===== config.mk =====
export PLATFORM = sky130hd
export DESIGN_NAME = ptsfs_front
export DESIGN_NICKNAME = d
export VERILOG_FILES = /design/src/rtl/ptsfs_pkg.sv /design/src/rtl/ptsfs_front.sv
export SDC_FILE = /design/constraint.sdc
export NUM_CORES = 1
export LEC_CHECK = 0
export ABC_AREA = 0
export BUFFER_PORTS_ARGS = -buffer_cell sky130_fd_sc_hd__buf_2
export CAP_MARGIN = 20
export CORE_MARGIN = 2
export CORE_UTILIZATION = 45
export CTS_CLUSTER_DIAMETER = 200
export DETAILED_ROUTE_END_ITERATION = 12
export PLACE_DENSITY = 0.8
export SYNTH_ARGS = -nofsm -noshare
export SYNTH_HDL_FRONTEND = slang
export SYNTH_SLANG_ARGS = --single-unit
export TNS_END_PERCENT = 30

===== constraint.sdc =====
create_clock -name clock -period 4.38 [get_ports clock]
set_clock_uncertainty 0.2 [all_clocks]
set_input_delay 0.438 -clock clock [delete_from_list [all_inputs] [get_ports clock]]
set_output_delay 0.438 -clock clock [all_outputs]
set_load 0.01 [all_outputs]

===== src/rtl/ptsfs_pkg.sv =====
// Shared types and constants of the paraboloid time-slice frame store.
// No dependencies.
package ptsfs_pkg;

   localparam int COORD_W     = 7;
   localparam int PIX_W       = 32;
   localparam int SIZE_W      = 8;
   localparam int GAIN_W      = 24;
   localparam int Z_W         = 17;
   localparam int DIVD_W      = COORD_W + 16;
   localparam int QUEUE_DEPTH = 2;
   localparam int DATA_W      = 48;

   localparam logic [Z_W-1:0] ONE_Q16 = 17'h10000;

   typedef enum logic [0:0] {
      OP_STORE = 1'b0,
      OP_READ  = 1'b1
   } op_type;

   typedef enum logic [2:0] {
      VIEW_FRONT  = 3'd0,
      VIEW_BACK   = 3'd1,
      VIEW_TOP    = 3'd2,
      VIEW_BOTTOM = 3'd3,
      VIEW_LEFT   = 3'd4,
      VIEW_RIGHT  = 3'd5
   } view_type;

   typedef enum logic [2:0] {
      CSR_FRAME_WIDTH  = 3'd0,
      CSR_FRAME_HEIGHT = 3'd1,
      CSR_VIEW_DIR     = 3'd2,
      CSR_MIRROR_X     = 3'd3,
      CSR_GAIN_X       = 3'd4,
      CSR_GAIN_Y       = 3'd5,
      CSR_GAIN_Z       = 3'd6,
      CSR_OFFSET_Z     = 3'd7
   } csr_index_type;

   typedef enum logic [3:0] {
      BK_IDLE,
      BK_DIVX,
      BK_DIVY,
      BK_DIVT,
      BK_SQ,
      BK_GAIN,
      BK_SUM,
      BK_SCALE,
      BK_ZCLAMP,
      BK_MAP,
      BK_FSEL,
      BK_ADDR,
      BK_OUT
   } back_state_type;

   // effective configuration; width/height already clamped
   typedef struct packed {
      logic [SIZE_W-1:0]        width;
      logic [SIZE_W-1:0]        height;
      logic [2:0]               view_dir;
      logic                     mirror;
      logic signed [GAIN_W-1:0] gain_x;
      logic signed [GAIN_W-1:0] gain_y;
      logic signed [GAIN_W-1:0] gain_z;
      logic signed [GAIN_W-1:0] offset_z;
   } cfg_type;

   typedef struct packed {
      op_type             op;
      logic               store_en;
      logic [COORD_W-1:0] col;
      logic [COORD_W-1:0] row;
      logic [PIX_W-1:0]   pixel;
      logic               frame_end;
   } item_type;

endpackage


===== src/rtl/ptsfs_front.sv =====
// Front end: accepts request transactions, classifies them, queues them.
// Depends on ptsfs_pkg.
module ptsfs_front (
   input  logic                          clock,
   input  logic                          reset,
   input  ptsfs_pkg::cfg_type            cfg,
   input  logic                          req_tvalid,
   output logic                          req_tready,
   input  logic [ptsfs_pkg::DATA_W-1:0]  req_tdata,
   input  logic                          req_tuser,
   input  logic                          req_tlast,
   input  logic                          q_pop,
   output logic                          q_valid,
   output ptsfs_pkg::item_type           q_item
);
   localparam int PTR_W = $clog2(ptsfs_pkg::QUEUE_DEPTH);
   localparam int CNT_W = $clog2(ptsfs_pkg::QUEUE_DEPTH + 1);

   ptsfs_pkg::item_type  queue_ff [ptsfs_pkg::QUEUE_DEPTH];
   logic [PTR_W-1:0]     wr_ptr_ff, rd_ptr_ff;
   logic [CNT_W-1:0]     count_ff;
   ptsfs_pkg::item_type  item_in;
   logic                 push;

   always_comb begin
      item_in.op        = ptsfs_pkg::op_type'(req_tuser);
      item_in.col       = req_tdata[6:0];
      item_in.row       = req_tdata[13:7];
      item_in.pixel     = req_tdata[45:14];
      item_in.frame_end = req_tlast;
      // stores outside the active frame only move the ring
      item_in.store_en  = ({1'b0, item_in.col} < cfg.width) &&
                          ({1'b0, item_in.row} < cfg.height);
   end

   assign req_tready = count_ff < CNT_W'(ptsfs_pkg::QUEUE_DEPTH);
   assign push       = req_tvalid && req_tready;
   assign q_valid    = count_ff != '0;
   assign q_item     = queue_ff[rd_ptr_ff];

   always_ff @(posedge clock) begin
      if (reset) begin
         wr_ptr_ff <= '0;
         rd_ptr_ff <= '0;
         count_ff  <= '0;
      end else begin
         if (push) wr_ptr_ff <= wr_ptr_ff + 1'b1;
         if (q_pop) rd_ptr_ff <= rd_ptr_ff + 1'b1;
         if (push && !q_pop) count_ff <= count_ff + 1'b1;
         else if (!push && q_pop) count_ff <= count_ff - 1'b1;
      end
   end

   always_ff @(posedge clock) begin
      if (push) queue_ff[wr_ptr_ff] <= item_in;
   end
endmodule


==> results.json, run 1 <==
{
  "ys_seq_elements": 103,
  "power_leakage_nw": 2.03,
  "ys_types": 25,
  "min_path_cells": 1,
  "p_per_area_nw_per_um2": 445,
  "crit_type": "flop to output pin",
  "finalHoldViolCount": 0,
  "fmax_ghz": 0.422,
  "drt_iter0_markers": 52,
  "ys_warn_count": 0,
  "worstHoldStart": "req_tdata[42]",
  "worst_ep_required_time_ns": 3.74,
  "critPathSlowestCell": "dfxtp_2",
  "drc": 0,
  "cts.htree.levels": 3,
  "tns_ns": 0,
  "finalWeightedCongestion": 0.723,
  "setup_violations": 0,
  "syn_avg_cell_area_um2": 18.9,
  "fin_crit_sh_pct": 54.1,
  "crit_buf_inv": 2,
  "cap_violations": 0,
  "post_drt_wl_per_cell_um": 16.3,
  "grt_pass1_wl_mm": 11.4,
  "grt.total_usage_pct": 15.1,
  "drt-pass1-iter-count": 4,
  "synth_nets": 399,
  "dpl.cell_count": 440,
  "r2r_end": "queue_ff[0][20]$_DFFE_PP_",
  "stdcell_area_um2": 5040,
  "syn-cell-area_um2": 4090,
  "min_to": "queue_ff[0][29]$_DFFE_PP_",
  "fillers": 683,
  "antenna_found_initial": 1,
  "multi_input_comb_area_um2": 968,
  "wl_mm": 7.43,
  "dpl_cell_area_um2": 4810,
  "postCtsResizedCells": 0,
  "die_h_um": 99.4,
  "post_cts_buffers": 0,
  "fin_cells": 457,
  "status": "complete, no violations",
  "seq_area_um2": 3040,
  "dieArea_um2": 9870,
  "cts_buffer_depth": 2,
  "cts_root_buf": "clkbuf_8",
  "slew_headroom_pct": 56.7,
  "path_clk_slew_ns": 0.10,
  "critPathTopFamily": "flip-flops",
  "grt_overflow": 0,
  "dr_total_vias": 2262,
  "layout_common_cells": "118 x buf_2, 98 x edfxtp_1, 39 x mux2_2, 14 x inv_1, 13 x ha_1",
  "crit_fanout": 31,
  "path_cells": "buf_12 > mux2_2 > buf_2",
  "detail-route-antenna-nets": 0,
  "arrival_ns": 1.73,
  "grt_pass1_vias": 2389,
  "reg2reg_from": "count_ff[1]$_SDFFE_PP0P_",
  "start_util_pct": 46.7,
  "critPathMaxStageDelay_ns": 0.60,
  "layout_commonest_cell": "buf_2",
  "insertion_delay_ns": 0.35,
  "avgViaCountPerCell": 4.95,
  "tightest_slew_ns": 0.648,
  "hpwl_mm": 5.21,
  "ys_seq_area_share_pct": 74.4,
  "rrSetupSlack_ns": 2.07,
  "finalCriticalPeriod_ns": 2.37,
  "fin_nets": 527,
  "worstSetupStartpointType": "flop",
  "syn2layout_area_growth_pct": 23.1,
  "finalMaxSlewViolations": 0,
  "coreArea_um2": 8760,
  "io_pins": 221,
  "grt_max_degree": 45,
  "worst_ir_drop_vdd_uv": 197,
  "diodes": 0,
  "clkSinkCount": 103,
  "ctsHoldBuffers": 0,
  "die_w_um": 99.4,
  "io_buffers": 118,
  "r2r_cells": 3,
  "cp-end-kind": "output pin",
  "rsz0062_at_grt": "false",
  "drive_gt1_share_pct": 54.7,
  "cts_buffers": 9,
  "hold_class": "input pin to flop",
  "rows": 34,
  "synth_cells": 216,
  "cts_tree": "built"
}
[how the worst max path moves through the flow]
stage                                         from                   endpoint  slack, ns  depth (start not counted)
final                                         flop                  q_item[4]       2.01                          3
after global routing      count_ff[1]$_SDFFE_PP0P_  queue_ff[0][15]$_DFFE_PP_       1.88                          3
after CTS                                     flop                 q_item[39]       1.44                          3
after detailed placement                      flop                 q_item[39]       1.85                          3
after global placement                  req_tvalid   queue_ff[0][5]$_DFFE_PP_       1.88                          4
after floorplan                         req_tvalid   queue_ff[0][0]$_DFFE_PP_       0.82                          2
[worst register-to-register path: cells and delay by family (launching register included)]
kind,cells,cell delay [ns]
buffers and inverters,1,0.48
AND/OR/NAND/NOR,2,0.92
flip-flops,1,0.35
[through the flow]
stage                     setup slack, ns  hold slack (ns)  util (%)  total power, mW
final                                2.01           0.0694      57.5             2.24
after global routing                 1.88           0.0393      57.5             2.35
after CTS                            1.44           0.0474      57.3             2.27
after floorplan                     0.815            0.274         -             1.51
after global placement               1.88            0.290      54.9             1.66
after detailed placement             1.85            0.312      54.9             1.68
[kinds of logic (layout without fill, tap and decap cells)]
group,count (synthesis),in the layout,synth area share (%)
multiplexers,49,49,14.4
adder cells (fa/ha/maj),13,13,3.97
AO/OA/AOI/OAI,14,14,2.17
buffers and inverters,19,152,2.20
AND/OR/NAND/NOR,14,14,2.05
flip-flops,103,103,74.4
XOR/XNOR,4,4,0.856
[final cells by class]
cell class                 count  area share (%)
inverter                      14            1.04
tap                          108            2.68
multi-input combinational     94            19.2
clock inverter                 7            1.59
clock buffer                   9            2.46
sequential                   103            60.4
timing repair buffer         122            12.6
[power breakdown]
group	internal, mW	total [mW]	leakage (nW)	switching (mW)
Combinational	0.187	0.398	0.973	0.211
Sequential	1.22	1.25	0.954	0.0369
Clock	0.271	0.590	0.102	0.319
Total	1.67	2.24	2.03	0.568
[routing by layer]
layer	vias up	track usage, %	wire [µm]
met5	-	0	11
met4	2	5.37	65
met3	8	6.61	811
met2	98	24.9	3470
met1	1072	17.8	3080
li1	1082	-	-
[Yosys cell counts]
master | count | share of area, %
mux2_4 | 10 | 3.7
or2_2 | 1 | 0.15
nor2b_1 | 2 | 0.31
o22a_1 | 1 | 0.21
a21o_1 | 2 | 0.37
a21oi_1 | 4 | 0.49
mux2_2 | 39 | 11
nand4b_1 | 1 | 0.21
buf_2 | 3 | 0.37
ha_1 | 13 | 4.0
and2_1 | 1 | 0.15
and4b_1 | 1 | 0.24
buf_6 | 2 | 0.55
xor2_1 | 2 | 0.43
o211a_1 | 1 | 0.24
o21bai_1 | 1 | 0.18
o21ai_0 | 4 | 0.49
xnor2_1 | 2 | 0.43
inv_1 | 14 | 1.3
edfxtp_1 | 98 | 72
dfxtp_1 | 5 | 2.4
nor3b_1 | 2 | 0.37
o211ai_1 | 1 | 0.18
or3_1 | 1 | 0.15
nor2_1 | 5 | 0.46
[sequential cells by signal, summed over array words and instances, names as in the netlist, named ones only]
name	flops
rd_ptr_ff	1
count_ff	2
wr_ptr_ff	1
queue_ff	98
Power figures use the tool's default switching activity.
==> inputs of run 2 (changes only) <==
--- a/config.mk
+++ b/config.mk
@@ -5,14 +5,14 @@
 export SDC_FILE = /design/constraint.sdc
 export NUM_CORES = 1
 export LEC_CHECK = 0
-export ABC_AREA = 0
+export ABC_AREA = 1
 export BUFFER_PORTS_ARGS = -buffer_cell sky130_fd_sc_hd__buf_2
 export CAP_MARGIN = 20
 export CORE_MARGIN = 2
-export CORE_UTILIZATION = 45
+export CORE_UTILIZATION = 40
 export CTS_CLUSTER_DIAMETER = 200
 export DETAILED_ROUTE_END_ITERATION = 12
-export PLACE_DENSITY = 0.8
+export PLACE_DENSITY = 0.75
 export SYNTH_ARGS = -nofsm -noshare
 export SYNTH_HDL_FRONTEND = slang
 export SYNTH_SLANG_ARGS = --single-unit
==> constraint.sdc (replaced) <==
create_clock -name clock -period 1.95 [get_ports clock]
set_clock_uncertainty 0.2 [all_clocks]
set_input_delay 0.195 -clock clock [delete_from_list [all_inputs] [get_ports clock]]
set_output_delay 0.195 -clock clock [all_outputs]
set_load 0.01 [all_outputs]
==> run 2 against run 1 <==
  * Sequential share of layout area fell by 6.8 points
  * Synthesized cell count rose by 13%
  * Routed wire length rose by 8.1%
  * First-iteration DRC count rose by 23%
  * Largest power group unchanged
  * Register-to-register slack got worse by 1.8 ns
  * Sequential power rose by 110%
  * Critical endpoint is now q_item[8]
  * Non-clock buffer count rose by 53
  * Setup slack got worse by 1.9 ns
  * Count of clock-buffer cells in the layout rose by 4
  * Largest cell class unchanged
==> results.json, run 2 <==
{
  "synth_commonest_cells": "98 x edfxtp_1, 39 x mux2_2, 28 x inv_1",
  "syn-cell-area_um2": 4160,
  "dpl_cell_area_um2": 4980,
  "status": "complete, no violations",
  "cts.htree.levels": 3,
  "synth_simple_gate_area_share_pct": 3.70,
  "tightest_slew_ns": 0.243,
  "insertion_delay_ns": 0.35,
  "critPathTopFamily": "flip-flops",
  "synth_edf_count": 98,
  "synth_mux_area_share_pct": 14.2,
  "largest_reg_flops": 98,
  "clkSinkCount": 103,
  "crit_fanout": 26,
  "preCtsSetupSlack_ns": 0.229,
  "hpwl_mm": 5.12,
  "crit_path_end": "q_item[8]",
  "top_register": "queue_ff",
  "synth_top_family_by_area": "multiplexers",
  "yosys.cell_count.top_type": "edfxtp_1",
  "crit_buf_inv": 2,
  "die_w_um": 106,
  "fin_nets": 609,
  "power_leakage_nw": 2.35,
  "synth_xor_area_share_pct": 0.211,
  "cts_root_buf": "clkbuf_8",
  "finalHoldViolCount": 0,
  "fin_cells": 567,
  "grt_max_degree": 39,
  "path_clk_slew_ns": 0.09,
  "slew_headroom_pct": 83.8,
  "multi_input_comb_area_um2": 975,
  "async_reset_ff_share_pct": 0,
  "fmax_ghz": 0.534,
  "layout_common_cells": "118 x buf_2, 98 x edfxtp_1, 51 x dlygate4sd3_1, 39 x mux2_2, 28 x inv_1",
  "cts_buffers": 9,
  "detail-route-antenna-nets": 0,
  "dieArea_um2": 11200,
  "reg2reg_from": "count_ff[1]$_SDFFE_PP0P_",
  "r2r_end": "count_ff[1]$_SDFFE_PP0P_",
  "synth_area_leaders": "edfxtp_1 71%, mux2_2 11%, ha_1 3.9%",
  "grt_pass1_wl_mm": 12.6,
  "seq_area_um2": 3040,
  "synth_nets": 428,
  "rows": 37,
  "p_per_area_nw_per_um2": 836,
  "cts_buffer_depth": 2,
  "path_cells": "buf_8 > mux2_2 > buf_2",
  "antenna_found_initial": 0,
  "critPathMaxStageDelay_ns": 0.38,
  "synth_cells": 245,
  "wl_mm": 8.03,
  "cap_violations": 0,
  "synth_compound_gate_area_share_pct": 1.08,
  "finalCriticalPeriod_ns": 1.87,
  "crit_type": "flop to output pin",
  "worst_ir_drop_vdd_uv": 385,
  "grt.total_usage_pct": 14.7,
  "worstSetupStartpointType": "flop",
  "io_pins": 221,
  "worstSetupPathDepth": 3,
  "ys_warn_count": 0,
  "start_util_pct": 40.8,
  "synth_top_area_share_pct": 70.8,
  "syn2layout_area_growth_pct": 36.5,
  "ys_types": 19,
  "diodes": 0,
  "grt_overflow": 0,
  "finalWeightedCongestion": 0.746,
  "rrSetupSlack_ns": 0.22,
  "layout_commonest_cell": "buf_2",
  "tns_ns": 0,
  "cp-end-kind": "output pin",
  "drc": 0,
  "fin_crit_sh_pct": 96.0,
  "setup_slack_ns": 0.0780,
  "critPathSlowestCell": "dfxtp_2",
  "setup_violations": 0,
  "coreArea_um2": 10200,
  "reg_top3": "queue_ff (98), count_ff (2)",
  "io_buffers": 118,
  "dpl.cell_count": 500,
  "hold_class": "input pin to flop",
  "dr_total_vias": 2570,
  "worst_ep_required_time_ns": 1.55,
  "syn_avg_cell_area_um2": 17.0,
  "fillers": 820,
  "yosys.area.top_type": "edfxtp_1",
  "finalMaxSlewViolations": 0,
  "die_h_um": 106,
  "drt_iter0_markers": 64,
  "finalPower_mw": 4.75,
  "r2r_cells": 8,
  "cts_tree": "built",
  "post_drt_wl_per_cell_um": 14.2,
  "synth_fa_ha_area_share_pct": 3.91,
  "drt-pass1-iter-count": 4,
  "grt_pass1_vias": 2694,
  "ys_seq_area_share_pct": 73.2,
  "arrival_ns": 1.48,
  "stdcell_area_um2": 5680,
  "drive_gt1_share_pct": 44.3,
  "ys_seq_elements": 103,
  "avgViaCountPerCell": 4.53,
  "rsz0062_at_grt": "false",
  "post_cts_buffers": 0,
  "synth_ff_type": "edfxtp_1"
}
-- run 2: per-stage QoR --
stage          utilization, %  hold slack [ns]
2_1_floorplan               -           0.0674
3_3_place_gp             48.9            0.182
3_5_place_dp             48.9            0.187
4_1_cts                  55.7            0.153
5_1_grt                  55.7            0.204
6_report                 55.7            0.174
-- run 2: layout make-up --
cell class	count	share of cell area, %
Clock buffer	13	2.80
Clock inverter	3	0.331
Inverter	28	1.85
Multi-Input combinational cell	109	17.2
Sequential cell	103	53.6
Tap cell	136	3.00
Timing Repair Buffer	175	21.2
-- run 2: logic make-up (layout without fill, tap and decap cells) --
logic type | count (synthesis) | after routing
DFF | 103 | 103
muxes | 49 | 49
AOI/OAI and AO/OA | 8 | 8
adders and majority gates | 13 | 13
and+or+nand+nor | 38 | 38
xor gates and xnor gates | 1 | 1
buffers and inverters | 33 | 219
-- run 2: repair_timing --
action	in CTS	in global routing
endpoints found under the setup margin	26	26
gates resized for setup	1	1
cloned	0	0
endpoints found under the hold margin	101	0
hold buffers	51	0
-- run 2: how the worst min path moves through the flow --
stage / startpoint / end / slack [ns] / cells past startpoint
floorplan: reset / flop / 0.07 / 1
global placement: req_tdata[44] / queue_ff[0][31]$_DFFE_PP_ / 0.18 / 1
detailed placement: req_tlast / queue_ff[1][0]$_DFFE_PP_ / 0.19 / 1
CTS: cfg[115] / queue_ff[1][47]$_DFFE_PP_ / 0.15 / 5
global route: cfg[115] / queue_ff[1][47]$_DFFE_PP_ / 0.20 / 5
finish: cfg[115] / queue_ff[0][47]$_DFFE_PP_ / 0.17 / 5
-- run 2: worst register-to-register path: cells and delay by family (launching register included) --
family / cells / cell delay (ns)
AOI/OAI and AO/OA: 3 / 0.40
DFF: 1 / 0.32
adders and majority gates: 1 / 0.31
and+or+nand+nor: 2 / 0.29
buffers and inverters: 2 / 0.16
-- run 2: report_power, final --
part / internal [mW] / switching [mW] / total [mW]
clock network: 0.534 / 0.663 / 1.20
logic: 0.444 / 0.432 / 0.876
registers: 2.63 / 0.0415 / 2.67
-- run 2: metal layers --
| layer | routed length [µm] | vias to the layer above | GRT usage (%) |
|---|---|---|---|
| met3 | 569 | 12 | 4.90 |
| li1 | - | 1248 | - |
| met5 | 0 | - | 0 |
| met2 | 3850 | 96 | 24.3 |
| met1 | 3470 | 1214 | 17.4 |
| met4 | 139 | 0 | 6.77 |
==> inputs of run 3 (changes only) <==
--- a/config.mk
+++ b/config.mk
@@ -10,6 +10,7 @@
 export CAP_MARGIN = 20
 export CORE_MARGIN = 2
 export CORE_UTILIZATION = 40
+export CTS_BUF_LIST = sky130_fd_sc_hd__clkbuf_16
 export CTS_CLUSTER_DIAMETER = 200
 export DETAILED_ROUTE_END_ITERATION = 12
 export PLACE_DENSITY = 0.75
==> run 3 against run 2 <==
  * Routed wire length fell by 0.46%
  * First-iteration DRC count rose by 1.6%
  * Combinational power barely moved
  * Maximum frequency barely moved
  * Sequential share of layout area fell by 0.72 points
  * Clock power rose by 30%
  * Final area rose by 1.4%
  * Total power rose by 7.7%
  * Hold slack improved by 0.024 ns
  * Sequential power barely moved
  * Critical endpoint unchanged
  * Largest power group unchanged
==> results.json, run 3 (synthesized netlist as in run 2, its figures left out) <==
{
  "status": "complete, no violations",
  "io_buffers": 118,
  "avgViaCountPerCell": 4.53,
  "drc": 0,
  "drive_gt1_share_pct": 43.9,
  "rows": 37,
  "critPathMaxStageDelay_ns": 0.38,
  "post_drt_wl_per_cell_um": 14.1,
  "p_per_area_nw_per_um2": 889,
  "finalCriticalPeriod_ns": 1.87,
  "finalMaxSlewViolations": 0,
  "antenna_found_initial": 0,
  "wl_mm": 7.99,
  "fmax_ghz": 0.535,
  "setup_slack_ns": 0.0794,
  "dieArea_um2": 11200,
  "cp-end-kind": "output pin",
  "fillers": 811,
  "worstSetupStartpointType": "flop",
  "grt_overflow": 0,
  "die_w_um": 106,
  "detail-route-antenna-nets": 0,
  "start_util_pct": 40.8,
  "largest_reg_flops": 98,
  "diodes": 0,
  "cts_buffers": 9,
  "grt_pass1_vias": 2698,
  "path_clk_slew_ns": 0.07,
  "cap_violations": 0,
  "grt.total_usage_pct": 14.6,
  "fin_crit_sh_pct": 95.9,
  "rsz0062_at_grt": "false",
  "layout_common_cells": "118 x buf_2, 98 x edfxtp_1, 51 x dlygate4sd3_1, 39 x mux2_2, 30 x inv_1",
  "grt_pass1_wl_mm": 12.6,
  "coreArea_um2": 10200,
  "worst_ir_drop_vdd_uv": 392,
  "tightest_slew_ns": 0.246,
  "clkSinkCount": 103,
  "critPathSlowestCell": "mux2_2",
  "die_h_um": 106,
  "setup_violations": 0,
  "reg_top3": "queue_ff (98), count_ff (2)",
  "insertion_delay_ns": 0.33,
  "tns_ns": 0,
  "layout_commonest_cell": "buf_2",
  "preCtsSetupSlack_ns": 0.229,
  "slew_headroom_pct": 83.6,
  "cts_tree": "built",
  "dr_total_vias": 2569,
  "finalWeightedCongestion": 0.746,
  "io_pins": 221,
  "critPathTopFamily": "buffers and inverters",
  "cts.htree.levels": 3,
  "hpwl_mm": 5.12,
  "crit_buf_inv": 2,
  "crit_type": "flop to output pin",
  "crit_fanout": 26,
  "finalHoldViolCount": 0,
  "cts_root_buf": "clkbuf_16",
  "drt-pass1-iter-count": 4,
  "worst_ep_required_time_ns": 1.55,
  "top_register": "queue_ff",
  "power_leakage_nw": 2.39,
  "post_cts_buffers": 0,
  "cts_buffer_depth": 2,
  "fin_nets": 609,
  "finalPower_mw": 5.11,
  "arrival_ns": 1.48,
  "syn2layout_area_growth_pct": 38.4,
  "drt_iter0_markers": 65,
  "hold_class": "input pin to flop",
  "grt_max_degree": 39,
  "path_cells": "buf_6 > mux2_2 > buf_2"
}
run 3: cell types whose count changed in the layout (fill, tap and decap cells not counted), sizes merged:
| cell | before | now |
|---|---|---|
| clkinv | 3 | 5 |
| inv | 28 | 30 |
| clkbuf | 13 | 9 |
run 3: worst min-delay path: cells and delay by family:
| kind | cells | cell delay (ns) |
|---|---|---|
| buf+inv | 1 | 0.09 |
| compound gates | 1 | 0.05 |
| simple gates | 3 | 0.28 |
run 3: repair_timing:
action / CTS / global route
gates resized for setup: 1 / 0
setup endpoints to repair: 26 / 0
hold buffers: 51 / 0
endpoints found under the hold margin: 101 / 0
run 3: final timing paths:
| kind | start | cells after the start | end | slack, ns |
|---|---|---|---|---|
| max reg2reg | count_ff[1]$_SDFFE_PP0P_ | 8 | count_ff[1]$_SDFFE_PP0P_ | 0.23 |
| max | flop | 3 | q_item[8] | 0.08 |
| min reg2reg | rd_ptr_ff$_SDFFE_PP0P_ | 2 | rd_ptr_ff$_SDFFE_PP0P_ | 0.32 |
| min | cfg[115] | 5 | queue_ff[0][47]$_DFFE_PP_ | 0.20 |
run 3: cell type report:
cell class | instances | area [µm²] | share of cell area (%)
flip-flops and latches | 103 | 3040 | 52.9
repair buffers | 175 | 1200 | 20.9
multi-input cells | 109 | 975 | 16.9
clock buffers | 9 | 225 | 3.91
well taps | 136 | 170 | 2.96
inverters | 28 | 105 | 1.83
clock inverters | 7 | 33.8 | 0.587
run 3: metal layers:
| metal | vias up | part of all wire (%) | track usage [%] |
|---|---|---|---|
| li1 | 1250 | - | - |
| met1 | 1209 | 43 | 17.5 |
| met2 | 95 | 48 | 24.2 |
| met3 | 15 | 6.7 | 3.99 |
| met4 | 0 | 2.3 | 7.05 |
| met5 | - | 0 | 0 |
run 3: power by group:
part | internal [mW] | switching, mW
clock network | 0.844 | 0.720
logic | 0.443 | 0.430
registers | 2.63 | 0.0409
total | 3.92 | 1.19
run 3: per-stage QoR:
stage                     hold slack (ns)  cell area [µm²]  utilization, %  cells
after floorplan                    0.0674             4160               -    245
after global placement              0.182             4980            48.9    500
after detailed placement            0.187             4980            48.9    500
after CTS                           0.193             5750            56.5    567
after global routing                0.251             5750            56.5    567
final                               0.198             5750            56.5    567
